## config.mk

```make
export PLATFORM = sky130hd
export DESIGN_NAME = pgs_snap
export DESIGN_NICKNAME = d
export VERILOG_FILES = /design/src/hdl/pgs_pkg.sv /design/src/hdl/pgs_snap.sv
export SDC_FILE = /design/constraint.sdc
export NUM_CORES = 1
export LEC_CHECK = 0
export BUFFER_PORTS_ARGS = -buffer_cell sky130_fd_sc_hd__buf_2
export CAP_MARGIN = 20
export CORE_UTILIZATION = 40
export DETAILED_ROUTE_END_ITERATION = 8
export PLACE_DENSITY_LB_ADDON = 0.25
export SLEW_MARGIN = 20
export SYNTH_ARGS = -nofsm -noshare
export SYNTH_HDL_FRONTEND = slang
export SYNTH_SLANG_ARGS = --single-unit
```

## constraint.sdc

```tcl
create_clock -name clk -period 7.8 [get_ports clk]
set_clock_uncertainty 0.05 [all_clocks]
set_input_delay 1.56 -clock clk [delete_from_list [all_inputs] [get_ports clk]]
set_output_delay 1.56 -clock clk [all_outputs]
set_load 0.1 [all_outputs]
```

## src/hdl/pgs_pkg.sv

```systemverilog
// ----------------------------------------------------------------------------
// Point grid snap package
// Shared types, sizes and operation codes of the point grid snap block.
// ----------------------------------------------------------------------------
package pgs_pkg;

  localparam int MAX_POINTS = 1024;
  localparam int PT_AW      = $clog2(MAX_POINTS);
  localparam int PT_CW      = PT_AW + 1;

  // Snap divider: numerator 2*|c| + step fits in 33 bits; 34 are used.
  localparam int SNAP_NUM_W = 34;
  localparam int SNAP_CNT_W = $clog2(SNAP_NUM_W + 1);

  localparam logic [1:0] MODE_LOAD   = 2'd0;
  localparam logic [1:0] MODE_FINISH = 2'd1;
  localparam logic [1:0] MODE_READ   = 2'd2;
  localparam logic [1:0] MODE_CLEAR  = 2'd3;

  localparam logic CFG_GRID_STEP   = 1'b0;
  localparam logic CFG_CARRY_COLOR = 1'b1;

  typedef struct packed {
    logic [1:0]         mode;
    logic signed [31:0] coord_x;
    logic signed [31:0] coord_y;
    logic signed [31:0] coord_z;
    logic [23:0]        color_in;
    logic               invalid_in;
  } in_t;

  typedef struct packed {
    logic signed [31:0] out_x;
    logic signed [31:0] out_y;
    logic signed [31:0] out_z;
    logic [23:0]        color_out;
    logic               point_valid;
    logic               last_point;
    logic [10:0]        unique_count;
    logic               overflowed;
  } out_t;

  typedef struct packed {
    logic signed [31:0] x;
    logic signed [31:0] y;
    logic signed [31:0] z;
    logic [23:0]        color;
  } pt_t;

  localparam int PT_W = $bits(pt_t);

  // True when point a sorts strictly ahead of point b in descending order.
  function automatic logic ranks_before(pt_t a, pt_t b);
    logic r;
    if (a.x != b.x) begin
      r = a.x > b.x;
    end else if (a.y != b.y) begin
      r = a.y > b.y;
    end else begin
      r = a.z > b.z;
    end
    return r;
  endfunction

endpackage

```

## src/hdl/pgs_snap.sv

```systemverilog
// ----------------------------------------------------------------------------
// Grid snap unit
// Rounds one coordinate to the nearest grid multiple with a bit-serial
// restoring divider, then saturates to the signed 32-bit range.
// ----------------------------------------------------------------------------
module pgs_snap import pgs_pkg::*; (
  input  logic               clk,
  input  logic               rst,
  input  logic               start,
  input  logic signed [31:0] coord,
  input  logic [30:0]        step,
  output logic               done,
  output logic signed [31:0] result
);

  logic                  busy;
  logic                  fin;
  logic                  neg;
  logic [SNAP_CNT_W-1:0] cnt;
  logic [SNAP_NUM_W-1:0] num_sh;
  logic [SNAP_NUM_W-1:0] num_keep;
  logic [31:0]           den;
  logic [31:0]           rem;

  logic [30:0]           step_eff;
  logic [32:0]           mag;
  logic [SNAP_NUM_W-1:0] num_start;
  logic [32:0]           trial;
  logic [SNAP_NUM_W-1:0] diff;
  logic [32:0]           half;

  always_comb begin
    step_eff  = (step == '0) ? 31'd1 : step;
    mag       = coord[31] ? (33'd0 - {coord[31], coord}) : {coord[31], coord};
    num_start = {mag, 1'b0} + {3'b000, step_eff};
    trial     = {rem, num_sh[SNAP_NUM_W-1]};
    diff      = num_keep - {2'b00, rem};
    half      = diff[SNAP_NUM_W-1:1];
  end

  always_ff @(posedge clk) begin
    if (rst) begin
      busy <= 1'b0;
      fin  <= 1'b0;
      done <= 1'b0;
    end else begin
      done <= 1'b0;
      fin  <= 1'b0;
      if (start) begin
        busy     <= 1'b1;
        cnt      <= SNAP_CNT_W'(SNAP_NUM_W);
        num_sh   <= num_start;
        num_keep <= num_start;
        den      <= {step_eff, 1'b0};
        rem      <= '0;
        neg      <= coord[31];
      end else if (busy) begin
        if (trial >= {1'b0, den}) begin
          rem <= 32'(trial - {1'b0, den});
        end else begin
          rem <= trial[31:0];
        end
        num_sh <= {num_sh[SNAP_NUM_W-2:0], 1'b0};
        cnt    <= cnt - 1'b1;
        if (cnt == SNAP_CNT_W'(1)) begin
          busy <= 1'b0;
          fin  <= 1'b1;
        end
      end else if (fin) begin
        // The quotient times the step equals half of (numerator - remainder).
        done <= 1'b1;
        if (!neg && half > 33'h0_7FFF_FFFF) begin
          result <= 32'sh7FFF_FFFF;
        end else if (neg && half > 33'h0_8000_0000) begin
          result <= 32'sh8000_0000;
        end else if (neg) begin
          result <= 32'(33'd0 - half);
        end else begin
          result <= half[31:0];
        end
      end
    end
  end

endmodule

```

==> metrics.cfg <==
[min_path]
hold_path_class = flop to flop

[clocking]
path_clk_slew_ps = 80
cts_root_buffer = clkbuf_16
hold_buffers = 0
cts_buffers = 17
clk_latency_ps = 440
cts_sinks = 172
ctsResizeCount = 0
postCtsSetupBuffers = 0
htreeDepth = 4
cts_tree = yes
cts_buffer_depth = 2

[yosys]
yosysSeqAreaShare_pct = 38.5
syn_nets = 1543
synth_top_cell_by_area = edfxtp_1
synthArstFlopShare_pct = 0
netlist.area_leader.share_pct = 38.1
synth_edf_count = 169
synth_cell_types = 85
synth_cells = 1376
ys_ff_latch = 172
synthFlopType = edfxtp_1
synth_warnings = 0
syn_area_mm2 = 0.0133
synth_area_leaders = edfxtp_1 (38%), ha_1 (9.2%), xnor2_1 (6.1%), a21oi_1 (3.2%), nor2_1 (2.8%)
syn_area_per_cell_um2 = 9.69

[setup_path]
crit_required_ps = 7950
worst_ep_arrival_time_ps = 5680
setup.worst_path.end_class = flop
worstSetupPathType = input pin to flop
start_kind = input pin
cp_max_fo = 6

[floorplanning]
ios = 99
fp-row-count = 66
coreArea_mm2 = 0.0327
die_area_mm2 = 0.0341
die_w_um = 185
initial_core_util_pct = 40.8
die_y_um = 185

[final_layout]
fillers = 3150
n_antenna_cell = 0
final_cell_mix = edfxtp_1 (169), inv_1 (99), nor2_1 (98), ha_1 (98), buf_2 (98)
final_layout_size_suffix_gt1_share_pct = 14.5
final_core_util_pct = 45.1
area_growth_pct = 10.7
nets = 1594
final_common_cell = edfxtp_1
fin_area_mm2 = 0.0148

[run_status]
run_status = complete, no violations

[power_and_ir_drop]
power.switching_uw = 1270
seq_power_share_pct = 35.3
p_leak_uw = 0.00589
powerDensity_mw_per_mm2 = 231
pwr-share-clk_pct = 25.1
peakVddDrop_uv = 146
finalPower_uw = 3400
p_comb_share_pct = 39.6
p_sw_share_pct = 37.4
power.internal_uw = 2130

[sta]
setup-violations-final = 0
finalHoldViolCount = 0
drv_slew = 0
slew_headroom_pct = 40.3
fin_setup_tns_ps = 0
rsz0062_at_grt = false
period_share_pct = 70.9
fin_crit_ps = 5530
worstMarginPinSlew_ps = 895
fmax_mhz = 181
holdWs_ps = 437

[grt]
track_usage_pct = 18.5
grt_max_degree = 76
grt_pass1_vias = 9531
overflow = 0
grt_first_pass_wirelength_um = 49600
antenna_found_initial = 0

[drt]
wl_per_cell_um = 16.2
drt_iter0_drc = 754
route.detailed.drc = 0
ant_nets = 0
num_vias = 10108
via_per_inst = 5.37
dr.pass1.iters = 5
wl_um = 30500

[placement]
routabilityCongestion = 0.877
post-dp-hpwl_um = 23900
io_buffers = 98
place_area_mm2 = 0.0141

[job]
drv_cap = 0

[worst max-delay path: stages]
cell and delay [ps]:
buf_2 110, or4_1 590, nor4_1 300, nand2b_1 120
or2_2 350, o21ai_0 200, xnor2_1 140, ha_1 300
a21o_1 180, a21o_1 190, a21o_1 170, a21oi_1 160
o21ai_0 150, o21ai_0 260, nand3_1 170, a31o_2 290
xor2_1 150, mux2_2 270
[synthesized netlist by cell type (7+ instances only)]
cell and instances:
edfxtp_1 169, nor2_1 101, inv_1 99, ha_1 98
xnor2_1 93, a21oi_1 85, o21ai_0 75, nand2_1 67
clkbuf_1 58, a21o_1 47, xor2_1 42, mux2_2 33
nor3_1 33, nand3_1 26, o31ai_1 24, mux2i_1 23
nand2b_1 21, nor4_1 21, nand4_1 19, a211oi_1 15
o21a_1 13, nor2b_1 12, o21bai_1 10, and2_1 9
and3_1 9, o211ai_1 9, or3_1 9, o21ai_1 8
o21ai_2 8, nand3b_1 7, o41ai_1 7
[routing by layer]
| layer | GRT usage (%) | routed length [um] | vias up | share of wire (%) |
|---|---|---|---|---|
| li1 | - | - | 5194 | - |
| met1 | 27.6 | 16000 | 4671 | 52 |
| met2 | 28.3 | 13100 | 226 | 43 |
| met3 | 1.66 | 1090 | 17 | 3.6 |
| met4 | 4.67 | 278 | 0 | 0.91 |
| met5 | 0 | 0 | - | 0 |
[registers in the layout, indices dropped and copies added (netlist names)]
name	flops
busy	1
den	30
result	32
num_keep	34
done	1
num_sh	34
fin	1
rem	32
cnt	6
neg	1
[final timing paths]
| check | from | to | slack (ps) | cells after the start |
|---|---|---|---|---|
| min | fin | done | 440 | 1 |
| min reg2reg | fin | done | 440 | 1 |
| max | coord[10] | num_sh[30] | 2270 | 18 |
| max reg2reg | num_keep[0] | result[12] | 2800 | 15 |
[power groups by stage]
stage / Combinational (uW) / Sequential, uW / Clock [uW]
floorplan: 1080 / 1190 / 0
global placement: 1320 / 1220 / 0
detailed placement: 1330 / 1220 / 0
CTS: 1340 / 1200 / 870
global route: 1510 / 1210 / 896
finish: 1350 / 1200 / 852
[area by class of cell]
cell class / count / area [um^2] / share of cell area (%)
inverter: 100 / 375 / 2.54
multi-input combinational: 1031 / 7550 / 51.2
timing repair buffer: 105 / 563 / 3.82
sequential: 172 / 5130 / 34.8
clock buffer: 17 / 425 / 2.88
clock inverter: 14 / 149 / 1.01
tap: 442 / 553 / 3.75
[through the flow]
| stage | instances | setup slack [ps] |
|---|---|---|
| global route | 1881 | 1830 |
| global placement | 1849 | 1840 |
| finish | 1881 | 2270 |
| CTS | 1880 | 2280 |
| floorplan | 1376 | 1820 |
| detailed placement | 1849 | 1810 |
[cell families (layout without fill, tap and decap cells)]
logic type / count (synthesis) / count (layout) / share of synthesized area [%]
xor gates and xnor gates: 136 / 136 / 8.99
buffers and inverters: 173 / 236 / 5.13
and+or+nand+nor: 373 / 373 / 14.8
DFF: 172 / 172 / 38.5
AOI/OAI and AO/OA: 365 / 365 / 18.4
adders and majority gates: 101 / 101 / 9.65
muxes: 56 / 56 / 4.51
(Power assumes the default switching activity.)
