`src/hdl/pgs_ram.sv`:
```
// ----------------------------------------------------------------------------
// Generic RAM
// One write port and one read port with registered read data.
// ----------------------------------------------------------------------------
module pgs_ram #(
  parameter int WIDTH = 8,
  parameter int DEPTH = 16
) (
  input  logic                     clk,
  input  logic                     we,
  input  logic [$clog2(DEPTH)-1:0] waddr,
  input  logic [WIDTH-1:0]         wdata,
  input  logic [$clog2(DEPTH)-1:0] raddr,
  output logic [WIDTH-1:0]         rdata
);

  logic [WIDTH-1:0] mem [DEPTH];

  always_ff @(posedge clk) begin
    if (we) begin
      mem[waddr] <= wdata;
    end
    rdata <= mem[raddr];
  end

endmodule

```
`config.mk`:
```
export PLATFORM = sky130hd
export DESIGN_NAME = pgs_ram
export DESIGN_NICKNAME = d
export VERILOG_FILES = /design/src/hdl/pgs_ram.sv
export SDC_FILE = /design/constraint.sdc
export NUM_CORES = 1
export LEC_CHECK = 0
export BUFFER_PORTS_ARGS = -buffer_cell sky130_fd_sc_hd__buf_4
export CORE_MARGIN = 4
export CORE_UTILIZATION = 63
export DETAILED_ROUTE_END_ITERATION = 8
export GPL_TIMING_DRIVEN = 0
export MAX_ROUTING_LAYER = met4
export PLACE_DENSITY_LB_ADDON = 0.3
export SKIP_CTS_REPAIR_TIMING = 1
export SLEW_MARGIN = 20
export SYNTH_ARGS = -nofsm -noshare
export SYNTH_HDL_FRONTEND = slang
export SYNTH_SLANG_ARGS = --single-unit
```
`constraint.sdc`:
```
create_clock -name clk -period 3.95 [get_ports clk]
set_clock_uncertainty 0.1 [all_clocks]
set_input_delay 0.395 -clock clk [delete_from_list [all_inputs] [get_ports clk]]
set_output_delay 0.395 -clock clk [all_outputs]
set_load 0.02 [all_outputs]
```
==> impl_metrics.ini, run 1 <==
[timing]
fin_crit_ns = 1.66
fmax_mhz = 601
layout_worst_path_cycle_share_pct = 42.1
worst_pin_slew_ns = 0.801
relSlewSlack_pct = 46.4
final.setup.worst_slack_ns = 2.29
finalMaxSlewViolations = 0
hold_viol_final = 0
setup_viol = 0
tns_ns = 0
rsz0062_at_grt = no

[clocking]
numCtsBuffers = 17
clk_latency_ns = 0.52
htree_levels = 4
cts.clk_slew.worst_paths_ns = 0.06
clockBufferDepth = 2
root_buffer = clkbuf_8
clock-sinks = 136
cts_tree = yes

[critical_path]
crit_fanout = 1
crit_type = register to register
arrival_ns = 1.95
startpoint_type = register
cp.required_ns = 4.24
cp-end-kind = register

[cells_and_area]
finalNetCount = 290
multi_input_area_mm2 = 0.00108
register_area_mm2 = 0.00400
layoutNonFillerInstCount = 387
drive_gt1_share_pct = 30.5
fillers = 417
n_antenna_cell = 0
area_growth_pct = 18.2

[yosys]
synthArstFlopShare_pct = 0
synth_cells = 229
syn_area_mm2 = 0.00515
synth_compound_area_share_pct = 2.33
synthTopCellsByCount = edfxtp_1 (128), mux4_2 (18), a22oi_1 (16)
ys_ff_latch = 136
synthAdderAreaFrac_pct = 0
synth_flop_cell = edfxtp_1
synth.net_count = 247
synth_warnings = 0
yosys.area_share.simple_pct = 3.18
synth_area_leaders = edfxtp_1 (75%), mux4_2 (7.9%), mux4_1 (7.1%), dfxtp_1 (3.1%), a22oi_1 (2.3%)
synth_edf_count = 128
synth_mux_area_share_pct = 15.0
yosysMostFrequentCell = edfxtp_1
ys_seq_area_share_pct = 77.8
synth_top_family_by_area = multiplexers
synth_top_area_share_pct = 74.7
ys_types = 19
synthXorXnorAreaFrac_pct = 0
yosys.area.top_type = edfxtp_1
syn_avg_cell_area_um2 = 22.5

[route]
drt_wl_total_mm = 11.1
drtPass1Iterations = 5
ant_nets = 0
drcViolationCount = 0
vias = 2566
vias_per_cell = 6.63
detail_route.wl_per_cell_um = 28.7
first_iter_violations = 261

[status]
run_status = complete, no violations

[worst_hold_path]
hold_path_class = primary input to register

[power]
ir_drop_v = 0.000445
clkPwrFrac_pct = 47.2
swShare_pct = 20.3
powerDensity_mw_per_mm2 = 562
p_leak_nw = 2.07
pwr-share-comb_pct = 5.3
switchingPower_w = 0.000694
p_int_w = 0.00272
pwr-share-seq_pct = 47.6

[global_route]
antenna_found_initial = 0
grt_max_degree = 17
first_global_vias = 2622
grt_overflow = 0
grt_util_all_layers_pct = 26.3
grt_pass1_wl_mm = 16.9

[floorplanning]
pin_count = 26
die_h_um = 98.4
std_cell_rows = 32
initial_core_util_pct = 65.6
dieWidth_um = 98.4
core_area_mm2 = 0.00785
die_area_mm2 = 0.00968

[placement]
dpl.cell_count = 355
hpwl_mm = 6.31
globalplace.congestion = 0.737
pre_cts_ws_ns = 1.79
numPortBuffers = 24

[flow_run]
maxCapViolCount = 0
layout make-up:
| class | count | area share [%] |
|---|---|---|
| Sequential cell | 136 | 65.8 |
| Multi-Input combinational cell | 83 | 17.7 |
| Clock buffer | 18 | 7.04 |
| Timing Repair Buffer | 24 | 2.96 |
| Clock inverter | 14 | 2.94 |
| Tap cell | 102 | 2.10 |
| Buffer | 10 | 1.42 |
state kept, by name, indices dropped and copies added (netlist names):
name and count:
mem 128, rdata 8
critical path: stages (launching register included):
cell	delay (ns)
edfxtp_1	0.35
mux4_1	0.56
a22oi_1	0.38
nand2_1	0.14
layer usage:
metal	track usage (%)	up-vias	wire, um	share of wire (%)
met5	-	-	0	0
met4	11.3	0	367	3.3
met3	6.64	24	885	8.0
met2	39.1	148	5520	50
met1	35.0	1336	4320	39
li1	-	1058	-	-
stage by stage:
step	cell area [um2]	utilization, %	hold WS [ns]	total power, W
after global placement	5460	69.5	0.540	0.00182
after CTS	6080	77.5	0.0835	0.00342
after detailed placement	5480	69.8	0.570	0.00183
final	6080	77.5	0.0956	0.00342
after global routing	6080	77.5	0.0924	0.00351
after floorplan	5150	-	0.394	0.00174
path summary, 6_finish.rpt:
check / start / endpoint / slack, ns / depth (start not counted)
max reg2reg: mem[1][2]$_DFFE_PP_ / rdata[2]$_DFF_P_ / 2.29 / 3
min reg2reg: mem[7][0]$_DFFE_PP_ / rdata[0]$_DFF_P_ / 0.58 / 3
min: wdata[3] / mem[2][3]$_DFFE_PP_ / 0.1 / 1
max: mem[1][2]$_DFFE_PP_ / rdata[2]$_DFF_P_ / 2.29 / 3
cells by family (layout without fill, tap and decap cells):
logic type      after synthesis  after routing
flops                       136            136
simple gates                 35             35
mux                          32             32
compound gates               16             16
buf+inv                      10             66
cell usage in the layout (no fill, tap or decap), types with 4 or more instances in the layout:
| cell | instances |
|---|---|
| edfxtp_1 | 128 |
| buf_4 | 25 |
| mux4_2 | 18 |
| a22oi_1 | 16 |
| clkbuf_16 | 16 |
| mux4_1 | 14 |
| nor2_1 | 13 |
| nand2_1 | 9 |
| dfxtp_1 | 8 |
| clkinv_2 | 5 |
| nor3_2 | 4 |
| bufinv_16 | 4 |
power groups by stage:
stage / combinational [W] / sequential (W) / clock (W)
after global routing: 0.000192 / 0.00163 / 0.00169
after floorplan: 0.0000819 / 0.00166 / 0
after CTS: 0.000181 / 0.00163 / 0.00162
final: 0.000180 / 0.00162 / 0.00161
after global placement: 0.000168 / 0.00165 / 0
after detailed placement: 0.000176 / 0.00165 / 0
No activity file was read; power rests on OpenSTA's default activity.
==> inputs of run 2 (changes only) <==
ABC_AREA = 1   (was unset)
CORE_UTILIZATION = 61   (was 63)
clock period = 1.6 ns   (was 3.95 ns; I/O delays follow)
==> impl_metrics.ini, run 2 <==
[route]
top_layer = met4
detail_route.wl_per_cell_um = 18.2
drcViolationCount = 0
wl_met2_mm = 6.23
vias = 3982
met1Wirelength_mm = 5.38
vias_per_cell = 5.35
first_iter_violations = 478
drt_wl_total_mm = 13.6
drtPass1Iterations = 7
ant_nets = 0
dr_wl_met3_mm = 1.52

[floorplanning]
pin_count = 26
initial_core_util_pct = 62.4
die_area_mm2 = 0.0111
std_cell_rows = 35
dieWidth_um = 105
die_h_um = 105
core_area_mm2 = 0.00924

[timing]
finalMaxSlewViolations = 0
hold_viol_final = 0
fmax_mhz = 733
layout_worst_path_cycle_share_pct = 85.3
fin_crit_ns = 1.36
rsz0062_at_grt = no
worst_pin_slew_ns = 0.885
final.setup.worst_slack_ns = 0.236
relSlewSlack_pct = 40.8
holdWs_ns = 0.0992
tns_ns = 0
setup_viol = 0

[cells_and_area]
multi_input_area_mm2 = 0.00121
largest-register = mem
n_antenna_cell = 0
final_common_cell = nand2_1
reg_top3 = mem x128, rdata x8
largest_register_ff_count = 128
layout_common_cells = nand2_1 (173), edfxtp_1 (128), inv_1 (100)
register_area_mm2 = 0.00400
area_growth_pct = 17.2
fillers = 628
drive_gt1_share_pct = 12.5
finalNetCount = 620

[global_route]
grt_pass1_wl_mm = 21.4
antenna_found_initial = 0
grt_util_all_layers_pct = 27.0
grt_max_degree = 17
first_global_vias = 3948
grt_overflow = 0

[yosys]
ys_seq_area_share_pct = 69.4
yosysMostFrequentCell = nand2_1
synth_top_area_share_pct = 66.7
synth_cells = 551
synth.net_count = 569
syn_area_mm2 = 0.00577
synthTopCellsByCount = nand2_1 (173), edfxtp_1 (128), inv_1 (100)
yosys.area.top_type = edfxtp_1
synth_flop_cell = edfxtp_1
synth_warnings = 0
synth_edf_count = 128
syn_avg_cell_area_um2 = 10.5
synth_area_leaders = edfxtp_1 (67%), nand2_1 (11%), nand3_1 (8.4%), inv_1 (6.5%), dfxtp_1 (2.8%)
ys_ff_latch = 136
synthArstFlopShare_pct = 0
ys_types = 12

[critical_path]
cp.required_ns = 1.90
startpoint_type = primary input
cp-end-kind = register
ff2ff_path_depth = 6
arrival_ns = 1.67
crit_type = primary input to register
crit_fanout = 10

[power]
pwr-share-seq_pct = 48.1
ir_drop_v = 0.000916
p_int_w = 0.00640
clkPwrFrac_pct = 44.9
p_leak_nw = 2.94
swShare_pct = 23.1
switchingPower_w = 0.00192
pwr-share-comb_pct = 7.0
powerDensity_mw_per_mm2 = 1230

[flow_run]
maxCapViolCount = 0

[clocking]
root_buffer = clkbuf_8
cts.clk_slew.worst_paths_ns = 0.06
cts_tree = yes
htree_levels = 4
clk_latency_ns = 0.52
clock-sinks = 136
numCtsBuffers = 17
clockBufferDepth = 2

[placement]
numPortBuffers = 22
globalplace.congestion = 0.873
hpwl_mm = 8.64
pre_cts_ws_ns = -0.127

[status]
run_status = complete, no violations

[worst_hold_path]
holdPathStages = 5
hold_path_class = primary input to register
-- run 2: cell count changes in the layout (fill, tap and decap cells not counted), sizes merged, moves of 5 or more --
cell and delta:
a22oi -16, buf +15, clkinv -5, dlygate4sd3 +10, inv +105, mux4 -32, nand2 +164, nand3 +96
-- run 2: worst max-delay path, stage by stage --
cell	delay, ns
dlygate4sd3_1	0.53
buf_2	0.18
inv_1	0.23
buf_4	0.24
nand3_1	0.13
nand3_1	0.10
nand2_1	0.08
-- run 2: routing by layer --
layer | vias to the layer above | track usage [%]
li1 | 1882 | -
met1 | 1820 | 36.0
met2 | 251 | 38.5
met3 | 29 | 7.35
met4 | 0 | 13.4
met5 | - | -
-- run 2: final timing paths --
kind                        startpoint                to  slack [ns]
setup / recovery              raddr[2]  rdata[6]$_DFF_P_        0.24
hold / removal                raddr[1]  rdata[1]$_DFF_P_         0.1
setup reg to reg   mem[6][0]$_DFFE_PP_  rdata[0]$_DFF_P_        0.44
hold reg to reg   mem[10][3]$_DFFE_PP_  rdata[3]$_DFF_P_        0.60
-- run 2: cell type report --
class,count,share of cell area (%)
flip-flops and latches,136,59.2
multi-input cells,289,18.0
clock buffers,18,6.18
inverters,102,5.66
repair buffers,32,3.92
plain buffers,24,2.46
well taps,129,2.39
clock inverters,14,2.18
-- run 2: through the flow --
| stage | util (%) | power (W) | area, um2 | instances |
|---|---|---|---|---|
| 6_report | 73.1 | 0.00832 | 6760 | 744 |
| 5_1_grt | 73.1 | 0.00860 | 6760 | 744 |
| 4_1_cts | 72.1 | 0.00829 | 6660 | 734 |
| 3_5_place_dp | 65.9 | 0.00463 | 6090 | 702 |
| 3_3_place_gp | 65.9 | 0.00461 | 6090 | 702 |
| 2_1_floorplan | - | 0.00439 | 5770 | 551 |
-- run 2: cells by family after synthesis --
family | count (synthesis) | share of synthesized area [%]
AND/OR/NAND/NOR | 289 | 21.0
buffers and inverters | 126 | 9.52
flip-flops | 136 | 69.4
-- run 2: power groups by stage --
stage	clock, W	combinational (W)	sequential (W)
after detailed placement	0	0.000551	0.00408
final	0.00373	0.000585	0.00400
after global routing	0.00395	0.000637	0.00401
after global placement	0	0.000536	0.00407
after floorplan	0	0.000281	0.00411
after CTS	0.00373	0.000557	0.00400
